`src/hdl/dcf_pkg.sv`:
```
// Shared constants, slot codes and the CRC-32 byte fold for the chunk framer.
`default_nettype none

package dcf_pkg;

  localparam logic [31:0] CRC_INIT = 32'hFFFF_FFFF;
  localparam logic [31:0] CRC_POLY = 32'h04C1_1DB7;

  // Configuration register indexes.
  localparam logic [1:0] CFG_START = 2'd0;
  localparam logic [1:0] CFG_END   = 2'd1;
  localparam logic [1:0] CFG_TYPE  = 2'd2;

  // Output slot codes within the bytes caused by one request.
  typedef logic [3:0] slot_t;
  localparam slot_t SLOT_START   = 4'd0;
  localparam slot_t SLOT_TYPE    = 4'd1;
  localparam slot_t SLOT_LEN_LO  = 4'd2;
  localparam slot_t SLOT_LEN_HI  = 4'd3;
  localparam slot_t SLOT_PAYLOAD = 4'd4;
  localparam slot_t SLOT_CRC0    = 4'd5;
  localparam slot_t SLOT_CRC1    = 4'd6;
  localparam slot_t SLOT_CRC2    = 4'd7;
  localparam slot_t SLOT_CRC3    = 4'd8;
  localparam slot_t SLOT_END     = 4'd9;

  // CRC-32, MSB first: fold one byte into the running value.
  function automatic logic [31:0] crc_fold(input logic [31:0] crc, input logic [7:0] data);
    logic [31:0] c;
    c = crc ^ {data, 24'h0};
    for (int k = 0; k < 8; k++) begin
      if (c[31]) begin
        c = {c[30:0], 1'b0} ^ CRC_POLY;
      end else begin
        c = {c[30:0], 1'b0};
      end
    end
    return c;
  endfunction

endpackage

`default_nettype wire

```
`src/hdl/data_chunk_framer_crc32.sv`:
```
// Chunk framer: wraps payload bytes in start/type/length header and CRC-32/end trailer.
//
// Every request carries one payload byte. The first request of a chunk also
// carries the chunk length (0 is taken as 1, values above MAX_CHUNK are
// clamped) and causes the start byte, the type byte and the 16-bit length,
// low byte first, to go out ahead of the payload byte. The request that closes
// the chunk causes the four bytes of the CRC-32 (polynomial 0x04C11DB7, MSB
// first, initial value all ones, no final XOR), low byte first, and then the
// end byte to follow it. packet_end_o marks the end byte and run_last_o marks
// the last byte caused by a request. Rate: the output port moves one byte per
// cycle while out_stall_i is low. A request yields one byte for a middle byte,
// five for a chunk's first, six for its last and ten for a one-byte chunk. The
// CRC fold and the length bookkeeping are done in the cycle a request is
// accepted; the result is held in a bundle register that the output slot
// counter walks, and the next request is taken in the same cycle as the last
// byte of the current bundle leaves, so a stream of middle payload bytes runs
// at one request per cycle with no bubble while out_stall_i stays low.
// Configuration registers are written through the plain write port (index 0
// start byte, 1 end byte, 2 type byte); writes to other indexes are ignored.
`default_nettype none

module data_chunk_framer_crc32 import dcf_pkg::*; #(
  parameter int unsigned MAX_CHUNK = 1024
) (
  input  wire logic        clk_i,
  input  wire logic        rst_ni,
  // Input channel
  input  wire logic        in_valid_i,
  output logic             in_stall_o,
  input  wire logic [7:0]  payload_byte_i,
  input  wire logic [10:0] chunk_length_i,
  // Output channel
  output logic             out_valid_o,
  input  wire logic        out_stall_i,
  output logic [7:0]       out_byte_o,
  output logic             packet_end_o,
  output logic             run_last_o,
  // Configuration write port
  input  wire logic        cfg_we_i,
  input  wire logic [1:0]  cfg_idx_i,
  input  wire logic [7:0]  cfg_data_i
);

  // Largest length that can actually reach the counter: the input field has
  // 11 bits, and the clamp limits it further.
  localparam int unsigned LenMax = (MAX_CHUNK < 2047) ? MAX_CHUNK : 2047;
  localparam int unsigned RemW   = $clog2(LenMax + 1);

  // Configuration registers.
  logic [7:0] start_byte_q, end_byte_q, type_byte_q;

  always_ff @(posedge clk_i or negedge rst_ni) begin
    if (!rst_ni) begin
      start_byte_q <= 8'd170;
      end_byte_q   <= 8'd187;
      type_byte_q  <= 8'd1;
    end else if (cfg_we_i) begin
      case (cfg_idx_i)
        CFG_START: start_byte_q <= cfg_data_i;
        CFG_END:   end_byte_q   <= cfg_data_i;
        CFG_TYPE:  type_byte_q  <= cfg_data_i;
        default: ;
      endcase
    end
  end

  // Chunk state.
  logic [RemW-1:0] rem_q, rem_d;
  logic [31:0]     crc_q, crc_d;

  // Bundle register: everything needed to emit the bytes of one request.
  logic            bnd_valid_q;
  logic            bnd_trl_q;
  logic [15:0]     bnd_len_q;
  logic [7:0]      bnd_byte_q;
  logic [31:0]     bnd_crc_q;
  slot_t           slot_q;

  logic            in_acc, out_take;
  slot_t           slot_last;
  logic            at_last;

  assign slot_last   = bnd_trl_q ? SLOT_END : SLOT_PAYLOAD;
  assign at_last     = (slot_q == slot_last);
  assign out_valid_o = bnd_valid_q;
  assign out_take    = bnd_valid_q && !out_stall_i;
  // A new request may enter when the bundle is empty or its last byte leaves now.
  assign in_stall_o  = bnd_valid_q && !(out_take && at_last);
  assign in_acc      = in_valid_i && !in_stall_o;

  // Per-request work: length adjust, CRC fold, remaining count.
  logic            hdr, trl;
  logic [16:0]     len_ext;
  logic [RemW-1:0] len_adj;
  logic [RemW-1:0] rem_base;
  logic [31:0]     crc_base, crc_new;

  always_comb begin
    hdr     = (rem_q == '0);
    len_ext = 17'(chunk_length_i);
    if (len_ext == 17'd0) begin
      len_adj = RemW'(1);
    end else if (len_ext > 17'(MAX_CHUNK)) begin
      len_adj = RemW'(LenMax);
    end else begin
      len_adj = RemW'(chunk_length_i);
    end
    rem_base = hdr ? len_adj : rem_q;
    rem_d    = rem_base - RemW'(1);
    trl      = (rem_d == '0);
    crc_base = hdr ? CRC_INIT : crc_q;
    crc_new  = crc_fold(crc_base, payload_byte_i);
    crc_d    = trl ? CRC_INIT : crc_new;
  end

  always_ff @(posedge clk_i or negedge rst_ni) begin
    if (!rst_ni) begin
      rem_q       <= '0;
      crc_q       <= CRC_INIT;
      bnd_valid_q <= 1'b0;
      slot_q      <= SLOT_PAYLOAD;
    end else begin
      if (in_acc) begin
        rem_q       <= rem_d;
        crc_q       <= crc_d;
        bnd_valid_q <= 1'b1;
        slot_q      <= hdr ? SLOT_START : SLOT_PAYLOAD;
      end else if (out_take) begin
        if (at_last) begin
          bnd_valid_q <= 1'b0;
        end else begin
          slot_q <= slot_q + slot_t'(1);
        end
      end
    end
  end

  // Payload part of the bundle needs no reset.
  always_ff @(posedge clk_i) begin
    if (in_acc) begin
      bnd_trl_q  <= trl;
      bnd_len_q  <= 16'(len_adj);
      bnd_byte_q <= payload_byte_i;
      bnd_crc_q  <= crc_new;
    end
  end

  // Output byte selection.
  always_comb begin
    case (slot_q)
      SLOT_START:   out_byte_o = start_byte_q;
      SLOT_TYPE:    out_byte_o = type_byte_q;
      SLOT_LEN_LO:  out_byte_o = bnd_len_q[7:0];
      SLOT_LEN_HI:  out_byte_o = bnd_len_q[15:8];
      SLOT_PAYLOAD: out_byte_o = bnd_byte_q;
      SLOT_CRC0:    out_byte_o = bnd_crc_q[7:0];
      SLOT_CRC1:    out_byte_o = bnd_crc_q[15:8];
      SLOT_CRC2:    out_byte_o = bnd_crc_q[23:16];
      SLOT_CRC3:    out_byte_o = bnd_crc_q[31:24];
      SLOT_END:     out_byte_o = end_byte_q;
      default:      out_byte_o = bnd_byte_q;
    endcase
  end

  assign packet_end_o = (slot_q == SLOT_END);
  assign run_last_o   = at_last;

  // The end byte always closes the bytes of its request.
  a_end_is_last : assert property (@(posedge clk_i) disable iff (!rst_ni)
    out_valid_o && packet_end_o |-> run_last_o)
    else $error("end byte not marked as last of its request");

  // A request that opens a chunk starts its bundle at the start byte.
  a_hdr_first : assert property (@(posedge clk_i) disable iff (!rst_ni)
    in_acc && (rem_q == '0) |=> out_valid_o && (slot_q == SLOT_START))
    else $error("chunk opened without start byte first");

  // The remaining count never exceeds the clamped chunk size.
  a_rem_range : assert property (@(posedge clk_i) disable iff (!rst_ni)
    32'(rem_q) <= LenMax)
    else $error("remaining byte count out of range");

  // After the last byte leaves with no new request, the output goes quiet.
  a_drain : assert property (@(posedge clk_i) disable iff (!rst_ni)
    out_take && at_last && !in_acc |=> !out_valid_o)
    else $error("bundle not released after its last byte");

  // The slot counter never runs past the last slot of its bundle.
  a_slot_bound : assert property (@(posedge clk_i) disable iff (!rst_ni)
    out_valid_o |-> slot_q <= slot_last)
    else $error("output slot past end of bundle");

endmodule

`default_nettype wire
```
`config.mk`:
```
export PLATFORM = sky130hd
export DESIGN_NAME = data_chunk_framer_crc32
export DESIGN_NICKNAME = d
export VERILOG_FILES = /design/src/hdl/dcf_pkg.sv /design/src/hdl/data_chunk_framer_crc32.sv
export SDC_FILE = /design/constraint.sdc
export NUM_CORES = 1
export LEC_CHECK = 0
export BUFFER_PORTS_ARGS = -buffer_cell sky130_fd_sc_hd__buf_2
export CELL_PAD_IN_SITES_DETAIL_PLACEMENT = 1
export CELL_PAD_IN_SITES_GLOBAL_PLACEMENT = 1
export CORE_ASPECT_RATIO = 1.5
export CORE_UTILIZATION = 35
export CTS_CLUSTER_DIAMETER = 120
export DETAILED_ROUTE_END_ITERATION = 7
export PLACE_DENSITY_LB_ADDON = 0.1
export REMOVE_ABC_BUFFERS = 1
export SYNTH_ARGS = -nofsm -noshare
export SYNTH_HDL_FRONTEND = slang
export SYNTH_SLANG_ARGS = --single-unit
```
`constraint.sdc`:
```
create_clock -name clk_i -period 4.4 [get_ports clk_i]
set_input_delay 0.44 -clock clk_i [delete_from_list [all_inputs] [get_ports clk_i]]
set_output_delay 0.44 -clock clk_i [all_outputs]
set_load 0.02 [all_outputs]
```
; Word level (Yosys, flattened, before mapping)
; Index checks and enable logic that the tools add are counted.
[totals]
n_memories = 0
mem_bits_rw = 0
regBits = 124
elab_cells = 76
rom_bits = 0
latch_bits = 0
in_bits = 34
out_inout_bits = 12
[op_classes]
multipliers = 0
bitwise = 9
div = 0
reduce_logical = 19
n_shift = 0
eq_ne = 12
order_cmp = 1
muxes = 22
addsub = 2
[op_table]
columns = operator, n
row1 = two-way mux 27 bit, 8
row2 = inverter 14 bit, 8
row3 = case mux 8 bit (9 select lines), 1
row4 = two-way mux 32 bit, 2
row5 = zero test 11 bit, 3
row6 = two-way mux 11 bit, 3
row7 = bitwise XOR 32 bit, 1
row8 = two-way mux 4 bit, 4
row9 = equality test 4 x 3 -> 1 bit (second input constant), 3
row10 = greater-than comparator 11 bit (second input constant), 1
row11 = subtractor 11 x 1 -> 11 bit (second input constant), 1
row12 = AND reduction 2 bit, 5
row13 = equality test 4 x 2 -> 1 bit (second input constant), 2
row14 = equality test 4 bit (second input constant), 2
row15 = adder 4 x 1 -> 4 bit (second input constant), 1
row16 = equality test 4 x 1 -> 1 bit (second input constant), 1
row17 = equality test 4 bit, 1
row18 = logical AND 1 bit, 4
row19 = zero test 4 bit, 1
row20 = nonzero test 2 bit, 2
row21 = zero test 1 bit, 3
row22 = two-way mux 1 bit, 3
row23 = two-way mux 3 bit, 1
row24 = equality test 2 x 1 -> 1 bit (second input constant), 1
row25 = other kinds (3), 3

; Logic depth before layout (Yosys ltp)
; Gate-level depths: netlist of run 1.
[logic_depth]
depth_word = 20
depth_mapped = 18
mapped_depth_nobuf = 15

; Worst setup path before layout of run 1
; Ideal clock, no wire load.
[synth_path]
kind = reg2reg
from = register rem_q[5]
to = register crc_q[30]
path_slack_ns = 0.526
t_arrival_ns = 3.798
setup_time_ns = 0.076
period_less_slack_ns = 3.874
path_stages_with_launch = 19
path_cell_list = dfrtp_1 -> buf_2 -> nor4_1 -> buf_2 -> and3_1 -> buf_2 -> buf_1 -> buf_1 -> a21o_1 -> inv_1 -> ha_1 -> or4b_1 -> nor4_1 -> o31ai_2 -> xnor2_1 -> nor4bb_1 -> nand2_4 -> buf_6 -> a21oi_4
[synth_via]
elab_cells_between_ends = 13
[synth_lines]
columns = item, line_no
row1 = "start, declared", data_chunk_framer_crc32.sv:68  ; logic [RemW-1:0] rem_q, rem_d;
row2 = "start signal, assigned", data_chunk_framer_crc32.sv:124  ; rem_q <= rem_d;
row3 = zero test 11 bit, data_chunk_framer_crc32.sv:99  ; hdr = (rem_q == '0);
row4 = two-way mux 11 bit, data_chunk_framer_crc32.sv:108  ; rem_base = hdr ? len_adj : rem_q;
row5 = subtractor 11 x 1 -> 11 bit, data_chunk_framer_crc32.sv:109  ; rem_d = rem_base - RemW'(1);
row6 = net rem_d[0], data_chunk_framer_crc32.sv:68
row7 = zero test 11 bit, data_chunk_framer_crc32.sv:110  ; trl = (rem_d == '0);
row8 = two-way mux 32 bit, data_chunk_framer_crc32.sv:113  ; crc_d = trl ? CRC_INIT : crc_new;
row9 = "end signal, assigned", data_chunk_framer_crc32.sv:125  ; crc_q <= crc_d;
row10 = "end, declared", data_chunk_framer_crc32.sv:69  ; logic [31:0] crc_q, crc_d;
; The timed path passes the listed nets, and every way through them passes these cells.
; A chain may end at the register's enable or synchronous reset.

; Worst setup path after layout of run 1
[layout_path]
from = register rem_q[2]
to = register crc_q[22]
[layout_via]
elab_chain_len = 14
elab_cells_between_ends = 17
[layout_lines]
columns = item, line_no
row1 = zero test 11 bit, data_chunk_framer_crc32.sv:99
row2 = two-way mux 32 bit, data_chunk_framer_crc32.sv:111  ; crc_base = hdr ? CRC_INIT : crc_q;
row3 = bitwise XOR 32 bit, dcf_pkg.sv:30  ; c = crc ^ {data, 24'h0};
row4 = two-way mux 27 bit, dcf_pkg.sv:32  ; if (c[31]) begin
row5 = inverter 14 bit (no line), n/a
row6 = two-way mux 27 bit (6 in a row), dcf_pkg.sv:32
row7 = inverter 14 bit (no line), n/a
row8 = two-way mux 27 bit, dcf_pkg.sv:32
row9 = two-way mux 32 bit (*), data_chunk_framer_crc32.sv:113
; Mark *: on every way between the ends. The rest lies on a longest branch, timed or not.

==> reports/metrics.cfg, run 1 <==
[worst_setup_path]
crit_required_ns=4.75
r2r-start=rem_q[2]
critPathArrivalTime_ns=4.22
reg2reg_slack_ns=0.53
crit_chain=nor3_1 -> nand3_1 -> nor2_1 -> a21oi_1 -> ha_1 -> or4b_1 -> nor4_1 -> o31ai_2 -> xnor2_1 -> nor4bb_1 -> buf_4 -> nand2_4 -> buf_4 -> a21oi_4
r2r_end=crc_q[22]
startpoint_type=flip-flop
slowest_stage=or4b_1
path_class=reg2reg
reg2regPathDepth=14
path_common_cell=buf_4
end_kind=flip-flop
endpoint=crc_q[22]
cp_max_fo=19
crit_start=rem_q[2]
critPathMaxStageDelay_ns=0.55

[global_routing]
grt_usage=0.212
first_global_vias=5613
grt_pass1_wl_um=33000
overflow=0
grt_max_degree=77
grt_antenna_before_repair=0

[timing]
layout_min_cycle_time_ns=3.87
slew_headroom=0.337
timing.hold.ws_ns=0.182
rsz0062_at_grt=false
fin_skew_ns=0.00976
max_freq_ghz=0.259
setup_slack_ns=0.534
tightest_slew_ns=0.995
finalCritPeriodShare=0.879
setup_viol=0
finalHoldViolCount=0
report.final.slew_viol_count=0

[yosys]
async_reset_ff_frac=0.581
ys_ff_latch=124
yosysSeqAreaShare=0.480
synthCells=659
yosys-top-cells-area=edfxtp_1 22%, dfstp_2 16%, dfrtp_1 9.8%
yosysWarnings=0
syn-mean-instance-area_um2=10.8
synth_edf_count=52
syn-cell-area_mm2=0.00712
yosysUniqueCellTypes=73
synth_top_cell_by_area=edfxtp_1
yosysTopAreaCellShare=0.219
synthFlopType=edfxtp_1

[clocking]
path_clk_slew_ns=0.06
cts_buffer_depth=2
hold_buffers=0
numCtsBuffers=17
htreeDepth=4
post_cts.repair.setup_buffers=0
ctsResizeCount=0
cts_tree=yes
clock-sinks=124
root_buffer=clkbuf_16
clock_latency_ns=0.42

[die]
die_area_mm2=0.0209
initial_core_util=0.358
die_h_um=177
fp.dieW_um=118
core_mm2=0.0199
ioPinCount=46
row_count=63

[run]
maxCapViolCount=0

[final_layout]
nets=739
num_antenna_cells=0
drive_above_1_share=0.285
final_cell_mix=86 x nor2_1, 73 x xnor2_1, 52 x edfxtp_1
final_common_cell=nor2_1
regArea_mm2=0.00342
nFillCells=2190
multi_input_area_mm2=0.00346
finalNonFillerCells=972
syn_to_final_growth_pct=15.9

[placed_design]
port-buffer-count=45
placed_cells=940
place_ws_ns=0.171
gp_congestion=0.848
dp_hpwl_um=15100

[route]
drc=0
vias_per_cell=5.34
dr.pass1.iters=5
drtIter0Drc=288
drt-wirelength-per-cell_um=21.4
drt_wl_total_um=20800
ant_nets=0
num_vias=5189

[power]
p_per_area_mw_per_mm2=973
total_leakage_power_nw=3.05
ir_drop_uv=451
totalPowerFinal_mw=8.03

[run_status]
status=completed

[hold_path]
hold_class=in2async

## worst max-delay path, delay by kind of cell, from the launching register on
kind | cells | cell delay, ns
buffers and inverters | 2 | 0.46
AO/OA/AOI/OAI | 3 | 0.48
XOR/XNOR | 1 | 0.29
AND/OR/NAND/NOR | 7 | 1.75
adder cells (fa/ha/maj) | 1 | 0.30
flip-flops | 1 | 0.51
## synthesized netlist by cell type (all sizes together) (3+ instances only)
master	number
a21o	3
a21oi	36
a221oi	3
a222oi	7
a22o	3
a22oi	11
a31oi	14
a32oi	3
and3	3
buf	17
clkbuf	27
dfrtp	28
dfstp	44
edfxtp	52
ha	6
inv	16
mux2	25
nand2	37
nand2b	5
nand3	7
nand3b	4
nor2	86
nor2b	10
nor3	6
nor4	8
o21a	8
o21ai	23
o221ai	7
o22a	7
o22ai	3
o31a	4
o31ai	4
or2	5
or3	4
or4	3
xnor2	75
xor2	23
## sequential cells by signal (all words and copies together), names as in the netlist, 8 cells and up
| register | count |
|---|---|
| rem_q | 11 |
| crc_q | 32 |
| bnd_byte_q | 8 |
| type_byte_q | 8 |
| bnd_crc_q | 32 |
| bnd_len_q | 11 |
| start_byte_q | 8 |
| end_byte_q | 8 |
## cell families after synthesis
| kind of cell | Yosys count | share of synthesized area |
|---|---|---|
| adders and majority gates | 6 | 0.0105 |
| and+or+nand+nor | 189 | 0.128 |
| muxes | 25 | 0.0395 |
| buffers and inverters | 61 | 0.0367 |
| xor gates and xnor gates | 100 | 0.129 |
| DFF | 124 | 0.480 |
| AOI/OAI and AO/OA | 154 | 0.176 |
## how the worst min path moves through the flow
| stage | startpoint | slack (ns) | to | depth (start not counted) |
|---|---|---|---|---|
| 2_1_floorplan | rst_ni | 0.14 | end_byte_q[2] | 0 |
| 3_3_place_gp | crc_q[0] | 0.49 | crc_q[0] | 2 |
| 3_5_place_dp | crc_q[0] | 0.50 | crc_q[0] | 2 |
| 4_1_cts | rst_ni | 0.22 | slot_q[0] | 1 |
| 5_1_grt | rst_ni | 0.24 | slot_q[1] | 1 |
| 6_report | rst_ni | 0.18 | slot_q[1] | 1 |
## cell type report
cell class,instances,share of cell area
Multi-Input combinational cell,474,0.419
Sequential cell,124,0.414
Clock buffer,18,0.0520
Timing Repair Buffer,65,0.0473
Tap cell,260,0.0394
Clock inverter,14,0.0208
Inverter,17,0.00788
## per-stage QoR
step	util	setup TNS, ns	instance area (um2)
floorplan	-	-12.63	6920
global placement	0.385	0	7650
detailed placement	0.385	0	7650
CTS	0.416	0	8260
global route	0.416	0	8260
finish	0.416	0	8260
## routing by layer
metal | global-route usage | part of all wire
met1 | 0.256 | 0.43
met2 | 0.372 | 0.51
met3 | 0.0325 | 0.030
met4 | 0.0918 | 0.025
met5 | 0 | 0
## where the power goes
group          switching (mW)  internal [mW]  leakage (nW)  total (mW)
logic                    2.56           1.74          1.49        4.30
registers               0.354           1.94          1.27        2.30
clock network           0.544          0.891         0.288        1.44
Power figures use the tool's default switching activity.
==> inputs of run 2 (changes only) <==
--- a/config.mk
+++ b/config.mk
@@ -5,13 +5,14 @@
 export SDC_FILE = /design/constraint.sdc
 export NUM_CORES = 1
 export LEC_CHECK = 0
-export BUFFER_PORTS_ARGS = -buffer_cell sky130_fd_sc_hd__buf_2
+export ABC_CLOCK_PERIOD_IN_PS = 4400
 export CELL_PAD_IN_SITES_DETAIL_PLACEMENT = 1
 export CELL_PAD_IN_SITES_GLOBAL_PLACEMENT = 1
 export CORE_ASPECT_RATIO = 1.5
 export CORE_UTILIZATION = 35
 export CTS_CLUSTER_DIAMETER = 120
 export DETAILED_ROUTE_END_ITERATION = 7
+export DONT_BUFFER_PORTS = 1
 export PLACE_DENSITY_LB_ADDON = 0.1
 export REMOVE_ABC_BUFFERS = 1
 export SYNTH_ARGS = -nofsm -noshare
==> run 2 against run 1 <==
Effect of this change:
- largest cell class unchanged
- sequential cell count stayed put
- sequential power is essentially flat
- clock-buffer cell count rose by 8
- routed wire length decreased by 1.7%
- largest power group unchanged
- critical path depth unchanged
- critical endpoint is now crc_q[31]
- utilization shrank 0.57 points
- clock power up 8%
- first-iteration DRC count up 25%
- cell count fell by 4.5%
- combinational power decreased by 4%
- via count down 3.4%
==> reports/metrics.cfg, run 2 (same netlist as run 1, synthesis figures left out) <==
[run_status]
status=completed

[timing]
slew_headroom=0.337
rsz0062_at_grt=false
setup_slack_ns=0.614
max_freq_ghz=0.264
layout_min_cycle_time_ns=3.79
finalCritPeriodShare=0.861
fin_skew_ns=0.0106
finalHoldViolCount=0
report.final.slew_viol_count=0
tightest_slew_ns=0.970
setup_viol=0

[power]
ir_drop_uv=383
total_leakage_power_nw=2.94
p_per_area_mw_per_mm2=983

[final_layout]
drive_above_1_share=0.237
syn_to_final_growth_pct=14.3
final_common_cell=nor2_1
nFillCells=2185
final_cell_mix=86 x nor2_1, 73 x xnor2_1, 52 x edfxtp_1
reg.largest.list=bnd_crc_q (32), crc_q (32)
final_util=0.410
nets=695
num_antenna_cells=0

[clocking]
ctsResizeCount=0
cts_buffer_depth=2
htreeDepth=4
post_cts.repair.setup_buffers=0
hold_buffers=2
path_clk_slew_ns=0.06
root_buffer=clkbuf_16
clock_latency_ns=0.42
cts_tree=yes
numCtsBuffers=17
clock-sinks=124

[global_routing]
grt_usage=0.206
grt_max_degree=80
overflow=0
grt_pass1_wl_um=32100
first_global_vias=5343
grt_antenna_before_repair=0

[die]
die_h_um=177
initial_core_util=0.358
fp.dieW_um=118
ioPinCount=46
die_area_mm2=0.0209
core_mm2=0.0199
row_count=63

[route]
num_vias=5014
ant_nets=0
drt_wl_total_um=20500
vias_per_cell=5.40
drtIter0Drc=361
dr.pass1.iters=4
drc=0
drt-wirelength-per-cell_um=22.0

[worst_setup_path]
worst-path-stages=14
crit_family=simple AND/OR/NAND/NOR gates
end_kind=flip-flop
crit_chain=nor3_1 -> nand3_1 -> nor2_1 -> a21oi_1 -> ha_1 -> or4b_1 -> nor4_1 -> o31ai_2 -> xnor2_1 -> nor4bb_1 -> buf_4 -> nand2_4 -> buf_12 -> a21oi_2
cp_max_fo=14
path_class=reg2reg
critPathMaxStageDelay_ns=0.55
worst-path-buf-inv=2
reg2reg_slack_ns=0.61
slowest_stage=or4b_1
reg2regPathDepth=14
startpoint_type=flip-flop
critPathArrivalTime_ns=4.14
crit_required_ns=4.76

[run]
maxCapViolCount=0

[placed_design]
place_ws_ns=0.489
gp_congestion=0.872
port-buffer-count=0
dp_hpwl_um=14900

[hold_path]
hold_class=in2reg
whs_path_depth=0

## run 2: changes by cell type in the layout (fill, tap and decap cells not counted), moves of 2 or more
| cell | before | now |
|---|---|---|
| clkinv_4 | 5 | 1 |
| clkbuf_16 | 17 | 22 |
| buf_2 | 44 | 0 |
| buf_4 | 20 | 17 |
| clkinvlp_4 | 2 | 0 |
| inv_4 | 0 | 2 |
| clkbuf_8 | 0 | 2 |
## run 2: final cells by class
cell class | count | area [um2] | share of cell area
clock buffer | 26 | 586 | 0.0719
sequential | 124 | 3420 | 0.420
inverter | 17 | 65.1 | 0.00799
tap | 260 | 325 | 0.0400
multi-input combinational | 474 | 3460 | 0.424
clock inverter | 6 | 86.3 | 0.0106
timing repair buffer | 21 | 205 | 0.0252
## run 2: worst paths after layout
kind,endpoint,startpoint
worst min-delay path,bnd_byte_q[7],payload_byte_i[7]
worst max register to register,crc_q[31],rem_q[2]
worst max-delay path,crc_q[31],rem_q[2]
min in group asynchronous,slot_q[3],rst_ni
worst min register to register,crc_q[0],crc_q[0]
max in group asynchronous,crc_q[19],rst_ni
## run 2: stage by stage
stage | hold slack, ns | instance area [um2] | total power [mW] | std cells | TNS (ns)
after CTS | 0.101 | 8140 | 8.09 | 928 | 0
after global routing | 0.0966 | 8140 | 8.52 | 928 | 0
after global placement | 0.147 | 7430 | 6.44 | 894 | 0
after floorplan | 0.144 | 6920 | 5.24 | 615 | -12.63
final | 0.119 | 8140 | 8.00 | 928 | 0
after detailed placement | 0.147 | 7430 | 6.48 | 894 | 0
## run 2: routing by layer
layer | track usage | vias to the layer above | wire length (um)
met4 | 0.0749 | 0 | 422
li1 | - | 2352 | -
met3 | 0.0348 | 27 | 561
met2 | 0.351 | 85 | 10400
met5 | 0 | - | 0
met1 | 0.261 | 2550 | 9040
## run 2: report_power, final
part / internal, mW / total, mW / switching, mW / leakage, nW
combinational: 1.69 / 4.12 / 2.44 / 1.33
sequential: 1.94 / 2.32 / 0.377 / 1.27
clock: 1.04 / 1.56 / 0.521 / 0.333
total: 4.67 / 8.00 / 3.33 / 2.94
